`src/hdl/tlsshp_pkg.sv`:
```
// Types and constants for the ServerHello key share parser.
// No dependencies; imported by every module of the block.
package tlsshp_pkg;

   localparam int KEY_BYTES    = 32;
   localparam int KEY_IDX_BITS = $clog2(KEY_BYTES);
   localparam int LEN_BITS     = 16;

   localparam logic [7:0]          MSG_SERVER_HELLO = 8'd2;
   localparam logic [LEN_BITS-1:0] MIN_MSG_LEN      = 16'd40;
   localparam logic [LEN_BITS-1:0] HEADER_LAST_POS  = 16'd37;
   localparam logic [15:0]         EXT_KEY_SHARE    = 16'h0033;
   localparam logic [15:0]         GROUP_X25519     = 16'h001d;
   localparam logic [15:0]         MIN_SHARE_LEN    = 16'd36;
   localparam logic [15:0]         SHARE_KEY_LEN    = 16'd32;
   localparam logic [15:0]         SHARE_LAST_OFF   = 16'd35;
   localparam logic [15:0]         SHARE_KEY_OFF    = 16'd4;

   typedef enum logic [11:0] {
      PH_HEADER     = 12'b0000_0000_0001,
      PH_SID_LEN    = 12'b0000_0000_0010,
      PH_SID_SKIP   = 12'b0000_0000_0100,
      PH_CIPH_HI    = 12'b0000_0000_1000,
      PH_CIPH_LO    = 12'b0000_0001_0000,
      PH_COMP       = 12'b0000_0010_0000,
      PH_EXT_TOT_HI = 12'b0000_0100_0000,
      PH_EXT_TOT_LO = 12'b0000_1000_0000,
      PH_EXT_HDR    = 12'b0001_0000_0000,
      PH_EXT_BODY   = 12'b0010_0000_0000,
      PH_DONE       = 12'b0100_0000_0000,
      PH_STOP       = 12'b1000_0000_0000
   } phase_type;

   typedef struct packed {
      logic [7:0]          data_byte;
      logic [LEN_BITS-1:0] total_length;
      logic                end_of_message;
   } req_type;

   typedef struct packed {
      logic                    status;
      logic [15:0]             cipher_suite;
      logic [7:0]              key_byte;
      logic [KEY_IDX_BITS-1:0] key_index;
      logic                    last_result;
   } rsp_type;

   // candidate key write and commit, parser to key store
   typedef struct packed {
      logic                    wr_en;
      logic [KEY_IDX_BITS-1:0] wr_index;
      logic [7:0]              wr_data;
      logic                    commit;
   } key_wr_type;

   // end-of-message verdict, parser to result emitter
   typedef struct packed {
      logic        start;
      logic        fail;
      logic [15:0] cipher;
   } job_type;

endpackage

```
`src/hdl/tls_server_hello_key_share_parser_unit.sv`:
```
// ServerHello key share parser, top level.
// Input channel req_: one message byte per transaction, with the total message
// length and an end-of-message mark. Result channel rsp_: on the marked byte,
// either one failure result (status 1) or 32 key-byte results (status 0) in
// key_index order, all carrying the cipher suite; last_result marks the final one.
// Throughput: one byte per cycle while req_ready is high. Latency: the first result is valid
// in the cycle after the marked byte is taken; a key burst then runs at one
// result per cycle while rsp_ready is high.
// The result register decouples the channels: bytes keep flowing during a burst.
// req_ready drops only for a byte that would start a new result run, or would
// commit a new key, before the current run has drained (the key banks and the
// result register are shared by consecutive messages).
// Stalls on rsp_ready hold the current result unchanged.
// Reset (synchronous) returns the parser to the header phase and empties the
// result register; the key banks need no clearing.
// Depends on tlsshp_pkg, tlsshp_parser, tlsshp_key_store, tlsshp_emitter.
module tls_server_hello_key_share_parser_unit (
   input  logic              clock,
   input  logic              reset,
   input  logic              req_valid,
   output logic              req_ready,
   input  tlsshp_pkg::req_type req_data,
   output logic              rsp_valid,
   input  logic              rsp_ready,
   output tlsshp_pkg::rsp_type rsp_data
);
   import tlsshp_pkg::*;

   logic                    req_fire;
   logic                    needs_emitter;
   logic                    emit_free;
   key_wr_type              key_wr;
   job_type                 job;
   logic [KEY_IDX_BITS-1:0] key_index;
   logic [7:0]              key_data;

   assign req_ready = emit_free || !needs_emitter;
   assign req_fire  = req_valid && req_ready;

   tlsshp_parser u_parser (
      .clock         (clock),
      .reset         (reset),
      .req_data      (req_data),
      .req_fire      (req_fire),
      .needs_emitter (needs_emitter),
      .key_wr        (key_wr),
      .job           (job)
   );

   tlsshp_key_store u_key_store (
      .clock    (clock),
      .reset    (reset),
      .key_wr   (key_wr),
      .rd_index (key_index),
      .rd_data  (key_data)
   );

   tlsshp_emitter u_emitter (
      .clock     (clock),
      .reset     (reset),
      .job       (job),
      .key_data  (key_data),
      .key_index (key_index),
      .emit_free (emit_free),
      .rsp_valid (rsp_valid),
      .rsp_ready (rsp_ready),
      .rsp_data  (rsp_data)
   );

endmodule

```
`src/hdl/tlsshp_parser.sv`:
```
// Byte-wise ServerHello parser: phase register, field captures, verdict.
// Depends on tlsshp_pkg.
module tlsshp_parser (
   input  logic                 clock,
   input  logic                 reset,
   input  tlsshp_pkg::req_type    req_data,
   input  logic                 req_fire,
   output logic                 needs_emitter,
   output tlsshp_pkg::key_wr_type key_wr,
   output tlsshp_pkg::job_type    job
);
   import tlsshp_pkg::*;

   logic [LEN_BITS-1:0] pos_ff, pos_in;
   phase_type           phase_ff, phase_in;
   logic [7:0]          sid_ff, sid_in;
   logic [15:0]         cipher_ff, cipher_in;
   logic [LEN_BITS:0]   ext_end_ff, ext_end_in;
   logic [15:0]         ext_type_ff, ext_type_in;
   logic [15:0]         ext_len_ff, ext_len_in;
   logic [15:0]         ext_off_ff, ext_off_in;
   logic [15:0]         grp_ff, grp_in;
   logic [15:0]         shlen_ff, shlen_in;
   logic                found_ff, found_in;
   logic                failed_ff, failed_in;

   logic [7:0]          b;
   logic [LEN_BITS-1:0] len;
   logic [LEN_BITS:0]   ext_end_sum;
   logic [15:0]         ext_len_full;
   logic [15:0]         ext_off_inc;
   logic [LEN_BITS+1:0] hdr_need;
   logic [LEN_BITS+1:0] ext_need;
   logic                wr_en, commit;
   logic [KEY_IDX_BITS-1:0] wr_index;
   logic                ciph_ok;

   assign b   = req_data.data_byte;
   assign len = req_data.total_length;

   assign ext_end_sum  = {1'b0, pos_ff} + 17'd1 + {1'b0, ext_end_ff[15:8], b};
   assign ext_len_full = {ext_len_ff[15:8], b};
   assign ext_off_inc  = ext_off_ff + 16'd1;
   assign hdr_need     = {2'b00, pos_ff} + 18'd4;
   assign ext_need     = {2'b00, pos_ff} + 18'd1 + {2'b00, ext_len_full};

   always_comb begin
      pos_in      = (pos_ff != {LEN_BITS{1'b1}}) ? pos_ff + 16'd1 : pos_ff;
      phase_in    = phase_ff;
      sid_in      = sid_ff;
      cipher_in   = cipher_ff;
      ext_end_in  = ext_end_ff;
      ext_type_in = ext_type_ff;
      ext_len_in  = ext_len_ff;
      ext_off_in  = ext_off_ff;
      grp_in      = grp_ff;
      shlen_in    = shlen_ff;
      found_in    = found_ff;
      failed_in   = failed_ff;
      wr_en       = 1'b0;
      wr_index    = ext_off_ff[KEY_IDX_BITS-1:0] - SHARE_KEY_OFF[KEY_IDX_BITS-1:0];
      commit      = 1'b0;
      if (pos_ff < len) begin
         case (phase_ff)
            PH_HEADER: begin
               if (pos_ff == '0 && b != MSG_SERVER_HELLO) begin
                  failed_in = 1'b1;
                  phase_in  = PH_STOP;
               end else if (pos_ff >= HEADER_LAST_POS) begin
                  phase_in = PH_SID_LEN;
               end
            end
            PH_SID_LEN: begin
               sid_in   = b;
               phase_in = (b == 8'd0) ? PH_CIPH_HI : PH_SID_SKIP;
            end
            PH_SID_SKIP: begin
               sid_in = sid_ff - 8'd1;
               if (sid_ff == 8'd1) phase_in = PH_CIPH_HI;
            end
            PH_CIPH_HI: begin
               cipher_in = {b, 8'd0};
               phase_in  = PH_CIPH_LO;
            end
            PH_CIPH_LO: begin
               cipher_in = {cipher_ff[15:8], b};
               phase_in  = PH_COMP;
            end
            PH_COMP: begin
               phase_in = PH_EXT_TOT_HI;
            end
            PH_EXT_TOT_HI: begin
               ext_end_in = {1'b0, b, 8'd0};
               phase_in   = PH_EXT_TOT_LO;
            end
            PH_EXT_TOT_LO: begin
               // extensions block end, clipped to the message length
               ext_end_in = (ext_end_sum > {1'b0, len}) ? {1'b0, len} : ext_end_sum;
               ext_off_in = 16'd0;
               phase_in   = PH_EXT_HDR;
            end
            PH_EXT_HDR: begin
               if (ext_off_ff == 16'd0) begin
                  if (hdr_need > {1'b0, ext_end_ff}) begin
                     phase_in = PH_DONE;
                  end else begin
                     ext_type_in = {b, 8'd0};
                     ext_off_in  = ext_off_inc;
                  end
               end else if (ext_off_ff == 16'd1) begin
                  ext_type_in = {ext_type_ff[15:8], b};
                  ext_off_in  = ext_off_inc;
               end else if (ext_off_ff == 16'd2) begin
                  ext_len_in = {b, 8'd0};
                  ext_off_in = ext_off_inc;
               end else begin
                  ext_len_in = ext_len_full;
                  ext_off_in = 16'd0;
                  if (ext_need > {1'b0, ext_end_ff}) begin
                     phase_in = PH_DONE;
                  end else if (ext_len_full != 16'd0) begin
                     phase_in = PH_EXT_BODY;
                  end
               end
            end
            PH_EXT_BODY: begin
               if (ext_type_ff == EXT_KEY_SHARE && ext_len_ff >= MIN_SHARE_LEN) begin
                  if (ext_off_ff == 16'd0) begin
                     grp_in = {b, 8'd0};
                  end else if (ext_off_ff == 16'd1) begin
                     grp_in = {grp_ff[15:8], b};
                  end else if (ext_off_ff == 16'd2) begin
                     shlen_in = {b, 8'd0};
                  end else if (ext_off_ff == 16'd3) begin
                     shlen_in = {shlen_ff[15:8], b};
                  end else if (ext_off_ff < MIN_SHARE_LEN) begin
                     wr_en = 1'b1;
                     if (ext_off_ff == SHARE_LAST_OFF && grp_ff == GROUP_X25519 &&
                         shlen_ff == SHARE_KEY_LEN) begin
                        commit   = 1'b1;
                        found_in = 1'b1;
                     end
                  end
               end
               if (ext_off_inc >= ext_len_ff) begin
                  ext_off_in = 16'd0;
                  phase_in   = PH_EXT_HDR;
               end else begin
                  ext_off_in = ext_off_inc;
               end
            end
            default: begin
            end
         endcase
      end
   end

   // a commit flips the key banks, so it must wait for a free emitter too
   assign needs_emitter = req_data.end_of_message || commit;

   assign key_wr.wr_en    = req_fire && wr_en;
   assign key_wr.wr_index = wr_index;
   assign key_wr.wr_data  = b;
   assign key_wr.commit   = req_fire && commit;

   assign ciph_ok = !failed_in && len >= MIN_MSG_LEN &&
                    (phase_in == PH_EXT_TOT_HI || phase_in == PH_EXT_TOT_LO ||
                     phase_in == PH_EXT_HDR || phase_in == PH_EXT_BODY ||
                     phase_in == PH_DONE);

   assign job.start  = req_fire && req_data.end_of_message;
   assign job.fail   = failed_in || len < MIN_MSG_LEN || pos_in < len || !found_in;
   assign job.cipher = ciph_ok ? cipher_in : 16'd0;

   always_ff @(posedge clock) begin
      if (reset || (req_fire && req_data.end_of_message)) begin
         pos_ff      <= '0;
         phase_ff    <= PH_HEADER;
         sid_ff      <= '0;
         cipher_ff   <= '0;
         ext_end_ff  <= '0;
         ext_type_ff <= '0;
         ext_len_ff  <= '0;
         ext_off_ff  <= '0;
         grp_ff      <= '0;
         shlen_ff    <= '0;
         found_ff    <= 1'b0;
         failed_ff   <= 1'b0;
      end else if (req_fire) begin
         pos_ff      <= pos_in;
         phase_ff    <= phase_in;
         sid_ff      <= sid_in;
         cipher_ff   <= cipher_in;
         ext_end_ff  <= ext_end_in;
         ext_type_ff <= ext_type_in;
         ext_len_ff  <= ext_len_in;
         ext_off_ff  <= ext_off_in;
         grp_ff      <= grp_in;
         shlen_ff    <= shlen_in;
         found_ff    <= found_in;
         failed_ff   <= failed_in;
      end
   end

endmodule

```
`src/hdl/tlsshp_key_store.sv`:
```
// Two key banks: one fills with the candidate key, the other holds the found key.
// A commit swaps their roles. Depends on tlsshp_pkg.
module tlsshp_key_store (
   input  logic                              clock,
   input  logic                              reset,
   input  tlsshp_pkg::key_wr_type              key_wr,
   input  logic [tlsshp_pkg::KEY_IDX_BITS-1:0] rd_index,
   output logic [7:0]                        rd_data
);
   import tlsshp_pkg::*;

   logic [7:0] bank0_ff [KEY_BYTES];
   logic [7:0] bank1_ff [KEY_BYTES];
   logic       sel_ff, sel_in;

   assign sel_in = key_wr.commit ? !sel_ff : sel_ff;

   always_ff @(posedge clock) begin
      if (reset) begin
         sel_ff <= 1'b0;
      end else begin
         sel_ff <= sel_in;
      end
   end

   // candidate bank is the one not selected
   always_ff @(posedge clock) begin
      if (key_wr.wr_en && sel_ff) begin
         bank0_ff[key_wr.wr_index] <= key_wr.wr_data;
      end
      if (key_wr.wr_en && !sel_ff) begin
         bank1_ff[key_wr.wr_index] <= key_wr.wr_data;
      end
   end

   assign rd_data = sel_ff ? bank1_ff[rd_index] : bank0_ff[rd_index];

endmodule

```
`src/hdl/tlsshp_emitter.sv`:
```
// Result register and beat counter: one failure result or a burst of key bytes.
// Depends on tlsshp_pkg.
module tlsshp_emitter (
   input  logic                              clock,
   input  logic                              reset,
   input  tlsshp_pkg::job_type                 job,
   input  logic [7:0]                        key_data,
   output logic [tlsshp_pkg::KEY_IDX_BITS-1:0] key_index,
   output logic                              emit_free,
   output logic                              rsp_valid,
   input  logic                              rsp_ready,
   output tlsshp_pkg::rsp_type                 rsp_data
);
   import tlsshp_pkg::*;

   localparam logic [KEY_IDX_BITS-1:0] LAST_IDX = KEY_IDX_BITS'(KEY_BYTES - 1);

   logic                    valid_ff;
   logic                    status_ff;
   logic [15:0]             cipher_ff;
   logic [KEY_IDX_BITS-1:0] index_ff;
   logic                    last;

   assign last      = status_ff || index_ff == LAST_IDX;
   assign emit_free = !valid_ff || (rsp_ready && last);

   always_ff @(posedge clock) begin
      if (reset) begin
         valid_ff <= 1'b0;
         index_ff <= '0;
      end else if (job.start) begin
         valid_ff <= 1'b1;
         index_ff <= '0;
      end else if (valid_ff && rsp_ready) begin
         if (last) begin
            valid_ff <= 1'b0;
         end else begin
            index_ff <= index_ff + KEY_IDX_BITS'(1);
         end
      end
   end

   always_ff @(posedge clock) begin
      if (job.start) begin
         status_ff <= job.fail;
         cipher_ff <= job.cipher;
      end
   end

   assign key_index             = index_ff;
   assign rsp_valid             = valid_ff;
   assign rsp_data.status       = status_ff;
   assign rsp_data.cipher_suite = cipher_ff;
   assign rsp_data.key_byte     = status_ff ? 8'd0 : key_data;
   assign rsp_data.key_index    = status_ff ? '0 : index_ff;
   assign rsp_data.last_result  = last;

endmodule

```
`config.mk`:
```
export PLATFORM = sky130hd
export DESIGN_NAME = tls_server_hello_key_share_parser_unit
export DESIGN_NICKNAME = d
export VERILOG_FILES = /design/src/hdl/tlsshp_pkg.sv /design/src/hdl/tls_server_hello_key_share_parser_unit.sv /design/src/hdl/tlsshp_parser.sv /design/src/hdl/tlsshp_key_store.sv /design/src/hdl/tlsshp_emitter.sv
export SDC_FILE = /design/constraint.sdc
export NUM_CORES = 1
export LEC_CHECK = 0
export BUFFER_PORTS_ARGS = -buffer_cell sky130_fd_sc_hd__buf_2
export CAP_MARGIN = 15
export CORE_MARGIN = 3
export CORE_UTILIZATION = 47
export CTS_CLUSTER_DIAMETER = 150
export DETAILED_ROUTE_END_ITERATION = 10
export GPL_TIMING_DRIVEN = 0
export HOLD_SLACK_MARGIN = 0.15
export PLACE_DENSITY_LB_ADDON = 0.08
export SKIP_CTS_REPAIR_TIMING = 1
export SLEW_MARGIN = 10
export SYNTH_ARGS = -nofsm -noshare
export SYNTH_HDL_FRONTEND = slang
export SYNTH_SLANG_ARGS = --single-unit
```
`constraint.sdc`:
```
create_clock -name clock -period 12.3 [get_ports clock]
set_clock_uncertainty 0.2 [all_clocks]
set_input_delay 3.075 -clock clock [delete_from_list [all_inputs] [get_ports clock]]
set_output_delay 3.075 -clock clock [all_outputs]
set_load 0.02 [all_outputs]
```
* Word-level counts from Yosys, hierarchy flattened
Memory sizes are Yosys's and may differ from the RTL's. A register that Yosys moved wholly into a read port is not among the register bits.
Index checks and enable logic that the tools add are counted.
** Word-level totals
- Bits in registers :: 175
- Bits in writable memories :: 512
- Input port bits :: 29
- Output and inout bits :: 33
- Word-level logic and storage cells :: 207
- Memories :: 2
** Operators by class
- Add/sub/neg operators :: 10
- Order comparisons :: 11
- Equal/unequal tests :: 28
- Mux-type cells :: 75
- Bitwise gates (word level) :: 4
- Reductions and logical operators :: 56
** Memory list
- u_key_store.bank0_ff :: words 32, bits a word 8, rd ports 1, clocked after memory_dff 1, wr ports 1, RTL line tlsshp_key_store.sv:12 : logic [7:0] bank0_ff [KEY_BYTES];
- u_key_store.bank1_ff :: words 32, bits a word 8, rd ports 1, clocked after memory_dff 1, wr ports 1, RTL line tlsshp_key_store.sv:13 : logic [7:0] bank1_ff [KEY_BYTES];
** Operators with widths (number)
- $mux 16 :: 11
- $mux 12 :: 11
- $pmux 12 s10 :: 1
- $eq 16x6->1 const B :: 3
- $ge 16x6->1 const B :: 3
- $pmux 16 s3 :: 1
- $mux 8 :: 5
- $gt 18x17->1 :: 2
- $mux 1 :: 36
- $add 16x1->17 const B :: 2
- $pmux 17 s2 :: 1
- $add 16x1->16 const B :: 2
- $eq 16x2->1 const B :: 2
- $logic_not 16->1 :: 2
- $lt 16x16->1 :: 2
- $lt 16x6->1 const B :: 2
- $pmux 16 s2 :: 1
- $mux 5 :: 5
- $reduce_and 5->1 :: 5
- $eq 12x10->1 const B :: 2
- $eq 12x7->1 const B :: 2
- $eq 12x8->1 const B :: 2
- $eq 12x9->1 const B :: 2
- $add 17x16->18 :: 1
- other kinds (39) :: 78

* Logic depth before layout (Yosys ltp)
- Depth after elaboration :: 20
- Depth in mapped cells :: 24
- Depth with buffers taken out :: 23

* Cells and area by module
A second synthesis with hierarchy kept.
** Second synthesis, totals
- Cell total of the unflattened synthesis :: 2511
- Area total of the unflattened synthesis :: 32603.8 µm²
** Modules (own cells, without submodules)
- tlsshp_key_store :: times used 1, cells each 913, area each 19864.1 µm², sequential area each 15394.8 µm²
- tlsshp_parser :: times used 1, cells each 1531, area each 11790.1 µm², sequential area each 3022.9 µm²
- tlsshp_emitter :: times used 1, cells each 65, area each 927.1 µm², sequential area each 630.6 µm²
- tls_server_hello_key_share_parser_unit :: times used 1, cells each 2, area each 22.5 µm², sequential area each 0.0 µm²

* Worst setup path after synthesis
No wires, ideal clock.
- Path kind :: input-to-output
- Start point :: input port req_data[8] (netlist name)
- End point :: output port req_ready
- Arrival :: 4.900 ns
- Required time :: 9.025 ns
- Path slack :: 4.125 ns
- Cell stages on the path :: 9
- Path buffers :: 1
- Cells stage by stage :: inv_1 -> ha_1 -> a221o_1 -> a31oi_1 -> o211ai_1 -> a221o_1 -> buf_2 -> o21ai_1 -> nand3_1
** Between the ends
- Cells in the longest elaborated chain, start to end :: 5
** RTL lines
- from (decl) :: RTL line tls_server_hello_key_share_parser_unit.sv:22 : input tlsshp_pkg::req_type req_data,
- $lt 16x16->1 :: RTL line tlsshp_parser.sv:63 : if (pos_ff < len) begin
- $mux 1 :: RTL line tlsshp_parser.sv:63
- $logic_or 1x1->1 :: RTL line tlsshp_parser.sv:159 : assign needs_emitter = req_data.end_of_message || commit;
- $logic_not 1->1 :: RTL line tls_server_hello_key_share_parser_unit.sv:37 : assign req_ready = emit_free || !needs_emitter;
- $logic_or 1x1->1 :: RTL line tls_server_hello_key_share_parser_unit.sv:37
- to (decl) :: RTL line tls_server_hello_key_share_parser_unit.sv:21 : output logic req_ready,
No other way between the ends.

* Worst setup path in the final report
- Start point :: input port req_data[17] (netlist name)
- End point :: register u_emitter.cipher_ff[4] (data pin)
** Between the ends
- Cells in the longest elaborated chain, start to end :: 14
- Elaborated cells on any way between the ends :: 30
- Classes of those cells :: add/sub: 1; order compare: 1; eq/ne: 6; mux: 12; reduce/logical: 10
** RTL lines
- $add 17x16->18 or $reduce_bool 16->1 (tied branches) :: RTL line tlsshp_parser.sv:45, tlsshp_parser.sv:121
- $gt 18x17->1 or $mux 12 (tied branches) :: RTL line tlsshp_parser.sv:119, tlsshp_parser.sv:121
- $mux 12 :: RTL line tlsshp_parser.sv:119 : if (ext_need > {1'b0, ext_end_ff}) begin
- $mux 12 :: RTL line tlsshp_parser.sv:113 : end else if (ext_off_ff == 16'd2) begin
- $mux 12 :: RTL line tlsshp_parser.sv:110 : end else if (ext_off_ff == 16'd1) begin
- $mux 12 :: RTL line tlsshp_parser.sv:103 : if (ext_off_ff == 16'd0) begin
- $pmux 12 s10 :: RTL line tlsshp_parser.sv:64 : case (phase_ff)
- $mux 12 :: RTL line tlsshp_parser.sv:63
- $eq 12x7->1 or $eq 12x8->1 (tied branches) :: RTL line tlsshp_parser.sv:167 : (phase_in == PH_EXT_TOT_HI || phase_in == PH_EXT_TOT_LO ||
- $logic_or 1x1->1 (2 in a row) :: RTL line tlsshp_parser.sv:167
- $logic_or 1x1->1 (2 in a row) :: RTL line tlsshp_parser.sv:168 : phase_in == PH_EXT_HDR || phase_in == PH_EXT_BODY ||
- $logic_and 1x1->1 * :: RTL line tlsshp_parser.sv:166 : assign ciph_ok = !failed_in && len >= MIN_MSG_LEN &&
- to (signal assigned) :: RTL line tlsshp_emitter.sv:46 : cipher_ff <= job.cipher;
- to (decl) :: RTL line tlsshp_emitter.sv:20 : logic [15:0] cipher_ff;
Mark *: on every way between the ends. The rest lies on a longest branch, timed or not.
A chain may end at the register's enable or synchronous reset.

==> metrics.txt <==
# TYPE chip_impl_metric gauge
chip_impl_info{name="run_status",value="completed"} 1
chip_impl_metric{name="syn_area",unit="µm²"} 32300
chip_impl_metric{name="max_incr_delay_on_cp",unit="ns"} 1.02
chip_impl_metric{name="via_count",unit=""} 20200
chip_impl_metric{name="max_cap_viol_count",unit=""} 0
chip_impl_metric{name="timing_worst_slew_pin_value",unit="ns"} 1.12
chip_impl_metric{name="gpl.final_weighted_congestion",unit=""} 0.907
chip_impl_metric{name="relative_max_transition_margin",unit=""} 0.255
chip_impl_metric{name="die_y",unit="µm"} 268
chip_impl_info{name="rr_endpoint",value="u_emitter.cipher_ff[4]"} 1
chip_impl_metric{name="met3_usage",unit=""} 0.0455
chip_impl_metric{name="number_of_clock_sinks_seen_by_cts",unit=""} 692
chip_impl_info{name="post-synth-top-count-cell",value="sky130_fd_sc_hd__edfxtp_1"} 1
chip_impl_metric{name="drt_pass1_iterations",unit=""} 5
chip_impl_metric{name="dp_hpwl",unit="µm"} 61000
chip_impl_metric{name="ys_ff_latch",unit=""} 692
chip_impl_info{name="ys.flop_type",value="sky130_fd_sc_hd__edfxtp_1"} 1
chip_impl_metric{name="period_minus_slack",unit="ns"} 9.57
chip_impl_metric{name="syn_area_per_cell",unit="µm²"} 13.9
chip_impl_metric{name="globalRouteTotalUtil",unit=""} 0.244
chip_impl_metric{name="fraction_of_layout_instances_using_a_drive_strength_above_1",unit=""} 0.170
chip_impl_metric{name="postRouteWirelength",unit="µm"} 86700
chip_impl_metric{name="first_pass_grt_wire_length",unit="µm"} 129000
chip_impl_metric{name="fp.coreArea",unit="µm²"} 67600
chip_impl_metric{name="pin_count_of_the_biggest_net_entering_global_routing",unit=""} 68
chip_impl_metric{name="post-synth-top-area-fraction",unit=""} 0.492
chip_impl_info{name="clockRootBuffer",value="sky130_fd_sc_hd__clkbuf_16"} 1
chip_impl_info{name="crit_path_top_delay_cell",value="sky130_fd_sc_hd__nor4_1"} 1
chip_impl_metric{name="timing_max_transition_violations_final",unit=""} 0
chip_impl_info{name="synth.cells.most_frequent",value="sky130_fd_sc_hd__edfxtp_1 (529), sky130_fd_sc_hd__nor2_1 (229), sky130_fd_sc_hd__mux4_2 (168), sky130_fd_sc_hd__dfxtp_1 (163), sky130_fd_sc_hd__nand2_1 (150)"} 1
chip_impl_metric{name="path_clk_slew",unit="ns"} 0.06
chip_impl_metric{name="grt_antenna_before_repair",unit=""} 4
chip_impl_metric{name="cp_data_required_time",unit="ns"} 12.47
chip_impl_metric{name="post_synth_edffs",unit=""} 529
chip_impl_metric{name="multi_input_comb_area",unit="µm²"} 12400
chip_impl_info{name="holdCritPathClass",value="reg2reg"} 1
chip_impl_metric{name="cp_data_arrival_time",unit="ns"} 9.74
chip_impl_metric{name="route.antenna.remaining_nets",unit=""} 0
chip_impl_metric{name="cts-htree-levels",unit=""} 3
chip_impl_info{name="rsz0062_at_grt",value="no"} 1
chip_impl_metric{name="r2r_setup_slack",unit="ns"} 5.24
chip_impl_info{name="path_common_cell",value="sky130_fd_sc_hd__o21ai_0"} 1
chip_impl_metric{name="die_area",unit="µm²"} 71900
chip_impl_metric{name="global_route.usage.met2",unit=""} 0.416
chip_impl_metric{name="worst_skew_pair.late_latency",unit="ns"} 0.62
chip_impl_metric{name="first_iter_violations",unit=""} 1799
chip_impl_metric{name="cts.path.max_buffers",unit=""} 3
chip_impl_metric{name="synth_warn",unit=""} 0
chip_impl_metric{name="power_density",unit="nW/µm²"} 136
chip_impl_metric{name="tritoncts.num_buffers",unit=""} 76
chip_impl_info{name="worst_setup_path_endpoint",value="u_emitter.cipher_ff[4]"} 1
chip_impl_metric{name="part_of_the_cycle_the_worst_path_needs",unit=""} 0.778
chip_impl_metric{name="num-nets-final",unit=""} 2647
chip_impl_info{name="busiest_layer",value="met2"} 1
chip_impl_metric{name="synth.distinct_cells",unit=""} 92
chip_impl_info{name="critical_path.reg2reg.startpoint",value="u_parser.pos_ff[0]"} 1
chip_impl_metric{name="initial_core_util",unit=""} 0.478
chip_impl_metric{name="worst_case_vdd_ir_drop",unit="mV"} 0.0902
chip_impl_info{name="synthTopCellsByArea",value="sky130_fd_sc_hd__edfxtp_1 (49%), sky130_fd_sc_hd__mux4_2 (12%), sky130_fd_sc_hd__dfxtp_1 (10%)"} 1
chip_impl_info{name="critPathLaunch",value="req_data[17]"} 1
chip_impl_metric{name="static-leakage-power",unit="nW"} 12.6
chip_impl_info{name="tritoncts_clock_tree",value="built"} 1
chip_impl_metric{name="asyncSetResetFlopFracSynth",unit=""} 0
chip_impl_metric{name="grt_util_met1",unit=""} 0.320
chip_impl_metric{name="num_io_pins",unit=""} 62
chip_impl_metric{name="port_bufs",unit=""} 61
chip_impl_metric{name="report.final.hold_viol_count",unit=""} 0
chip_impl_metric{name="worst_path_maximum_fanout",unit=""} 66
chip_impl_metric{name="chipWidth",unit="µm"} 268
chip_impl_metric{name="setup_violations",unit=""} 0
chip_impl_info{name="cp-start-kind",value="input pin"} 1
chip_impl_info{name="crit_chain",value="buf_4 -> buf_16 -> inv_1 -> ha_1 -> inv_1 -> fa_1 -> a211oi_1 -> o21ai_0 -> a31oi_2 -> o21bai_1 -> a21oi_1 -> o21ai_0 -> a311oi_1 -> o21ai_0 -> ha_1 -> nand4_1 -> nor4_1 -> o31ai_1 -> a31oi_1 -> nor3b_1 -> o21a_1 -> o21ai_4 -> buf_6 -> nor2_1"} 1
chip_impl_metric{name="synthCells",unit=""} 2326
chip_impl_metric{name="rr_worst_depth",unit=""} 22
chip_impl_metric{name="wl_per_cell",unit="µm"} 25.4
chip_impl_metric{name="rows",unit=""} 95
chip_impl_metric{name="ys_seq_area_frac",unit=""} 0.592
chip_impl_metric{name="place_inst",unit=""} 3273
chip_impl_metric{name="footprint_of_the_flip_flops_and_latches",unit="µm²"} 19100
chip_impl_metric{name="vias_in_the_first_global_route",unit=""} 20400
chip_impl_metric{name="gr-total-overflow",unit=""} 0
chip_impl_metric{name="areaGrowthSynthToFinish",unit="%"} 13.0
chip_impl_metric{name="tns",unit="ns"} 0
chip_impl_info{name="timing.critical_path.to_type",value="flip-flop"} 1
chip_impl_metric{name="route.detailed.vias_per_inst",unit=""} 5.92
chip_impl_info{name="synth.largest_area_cell",value="sky130_fd_sc_hd__edfxtp_1"} 1
chip_impl_metric{name="mappedNetlistNets",unit=""} 2494
chip_impl_metric{name="timing.fmax",unit="MHz"} 105
chip_impl_info{name="setup.worst_path.class",value="in2reg"} 1
chip_impl_metric{name="final-instance-count-excl-fill",unit=""} 3414
chip_impl_metric{name="post-route-drc-count",unit=""} 0
chip_impl_metric{name="fill_cells",unit=""} 5594
-- per-layer routing --
layer	routed length [µm]	vias up
met3	4960	125
li1	-	9239
met5	26	-
met1	36100	10300
met2	43200	580
met4	2370	4
-- state kept, by name, indices dropped and copies added (netlist names), 16 cells and up, named ones only --
name	flops
u_key_store.bank0_ff	256
u_key_store.bank1_ff	256
u_parser.cipher_ff	16
u_parser.grp_ff	16
u_parser.pos_ff	16
u_parser.ext_type_ff	16
u_emitter.cipher_ff	16
u_parser.ext_off_ff	16
u_parser.ext_end_ff	17
u_parser.shlen_ff	16
u_parser.ext_len_ff	16
-- critical path, delay by kind of cell --
family	cells	cell delay (ns)
compound gates	12	3.30
simple gates	4	1.49
fa+ha+maj	3	0.98
buf+inv	5	0.82
-- cell type report --
cell class | count | share of cell area
timing repair buffer | 75 | 0.0163
buffer | 112 | 0.0136
antenna | 1 | 0.0000685
multi-input combinational | 1447 | 0.340
clock inverter | 47 | 0.0135
inverter | 75 | 0.00771
clock buffer | 92 | 0.0545
sequential | 692 | 0.524
tap | 873 | 0.0299
-- metrics by stage --
step	cell area, µm²	power (W)	utilization	hold slack [ns]	setup slack (ns)
final	36500	0.00497	0.540	0.253	2.73
after global routing	36500	0.00512	0.540	0.271	2.46
after CTS	36500	0.00501	0.540	0.251	2.80
after detailed placement	34000	0.00274	0.503	0.243	2.19
after global placement	33700	0.00273	0.499	0.237	1.84
after floorplan	32300	0.00265	-	0.225	4.12
-- cell families (layout without fill, tap and decap cells) --
logic type,count (synthesis),count (layout),share of synthesized area
multiplexers,234,234,0.138
AND/OR/NAND/NOR,670,670,0.104
AO/OA/AOI/OAI,322,322,0.0653
other,0,1,0
flip-flops,692,692,0.592
adder cells (fa/ha/maj),139,139,0.0540
buffers and inverters,187,401,0.0241
XOR/XNOR,82,82,0.0222
-- placed cells by master (no fill, tap or decap), types with 10 or more instances in the layout --
cell type	netlist	final
sky130_fd_sc_hd__clkbuf_1	68	81
sky130_fd_sc_hd__and2_1	22	22
sky130_fd_sc_hd__nand3b_1	13	13
sky130_fd_sc_hd__a211oi_1	13	13
sky130_fd_sc_hd__a21o_1	17	17
sky130_fd_sc_hd__o21a_1	12	12
sky130_fd_sc_hd__o21ai_0	65	65
sky130_fd_sc_hd__o211ai_1	15	15
sky130_fd_sc_hd__nor3_1	27	23
sky130_fd_sc_hd__edfxtp_1	529	529
sky130_fd_sc_hd__xor2_1	33	33
sky130_fd_sc_hd__and3_1	17	17
sky130_fd_sc_hd__nor4_1	16	16
sky130_fd_sc_hd__a31oi_1	13	13
sky130_fd_sc_hd__buf_1	13	13
sky130_fd_sc_hd__nand4_1	32	32
sky130_fd_sc_hd__a21oi_1	98	97
sky130_fd_sc_hd__nor2b_1	35	35
sky130_fd_sc_hd__nor2_1	229	229
sky130_fd_sc_hd__clkbuf_16	0	76
sky130_fd_sc_hd__mux2i_1	65	65
sky130_fd_sc_hd__nand2_1	150	150
sky130_fd_sc_hd__a22oi_1	10	10
sky130_fd_sc_hd__mux4_2	168	168
sky130_fd_sc_hd__buf_4	5	15
sky130_fd_sc_hd__inv_1	75	75
sky130_fd_sc_hd__a32oi_1	10	10
sky130_fd_sc_hd__nand3_1	50	50
sky130_fd_sc_hd__nand2b_1	13	13
sky130_fd_sc_hd__clkinv_2	0	15
sky130_fd_sc_hd__clkinv_1	0	17
sky130_fd_sc_hd__ha_1	138	138
sky130_fd_sc_hd__buf_2	21	75
sky130_fd_sc_hd__xnor2_1	49	49
sky130_fd_sc_hd__dfxtp_1	163	163
-- power breakdown --
| group | switching (W) | leakage (nW) | internal (W) |
|---|---|---|---|
| logic | 0.000127 | 5.34 | 0.0000506 |
| registers | 0.00000423 | 6.07 | 0.00251 |
| clock network | 0.000954 | 1.22 | 0.00132 |
-- how the worst min path moves through the flow --
stage | end | depth (start not counted) | start
5_1_grt | u_parser.grp_ff[2] | 2 | u_parser.grp_ff[2]
4_1_cts | u_parser.grp_ff[2] | 2 | u_parser.grp_ff[2]
3_5_place_dp | u_parser.grp_ff[2] | 2 | u_parser.grp_ff[2]
2_1_floorplan | u_parser.ext_end_ff[1] | 2 | u_parser.ext_end_ff[1]
6_report | u_parser.cipher_ff[14] | 2 | u_parser.cipher_ff[14]
3_3_place_gp | u_parser.grp_ff[2] | 2 | u_parser.grp_ff[2]
Note: power is estimated with default switching activity, not from simulation.
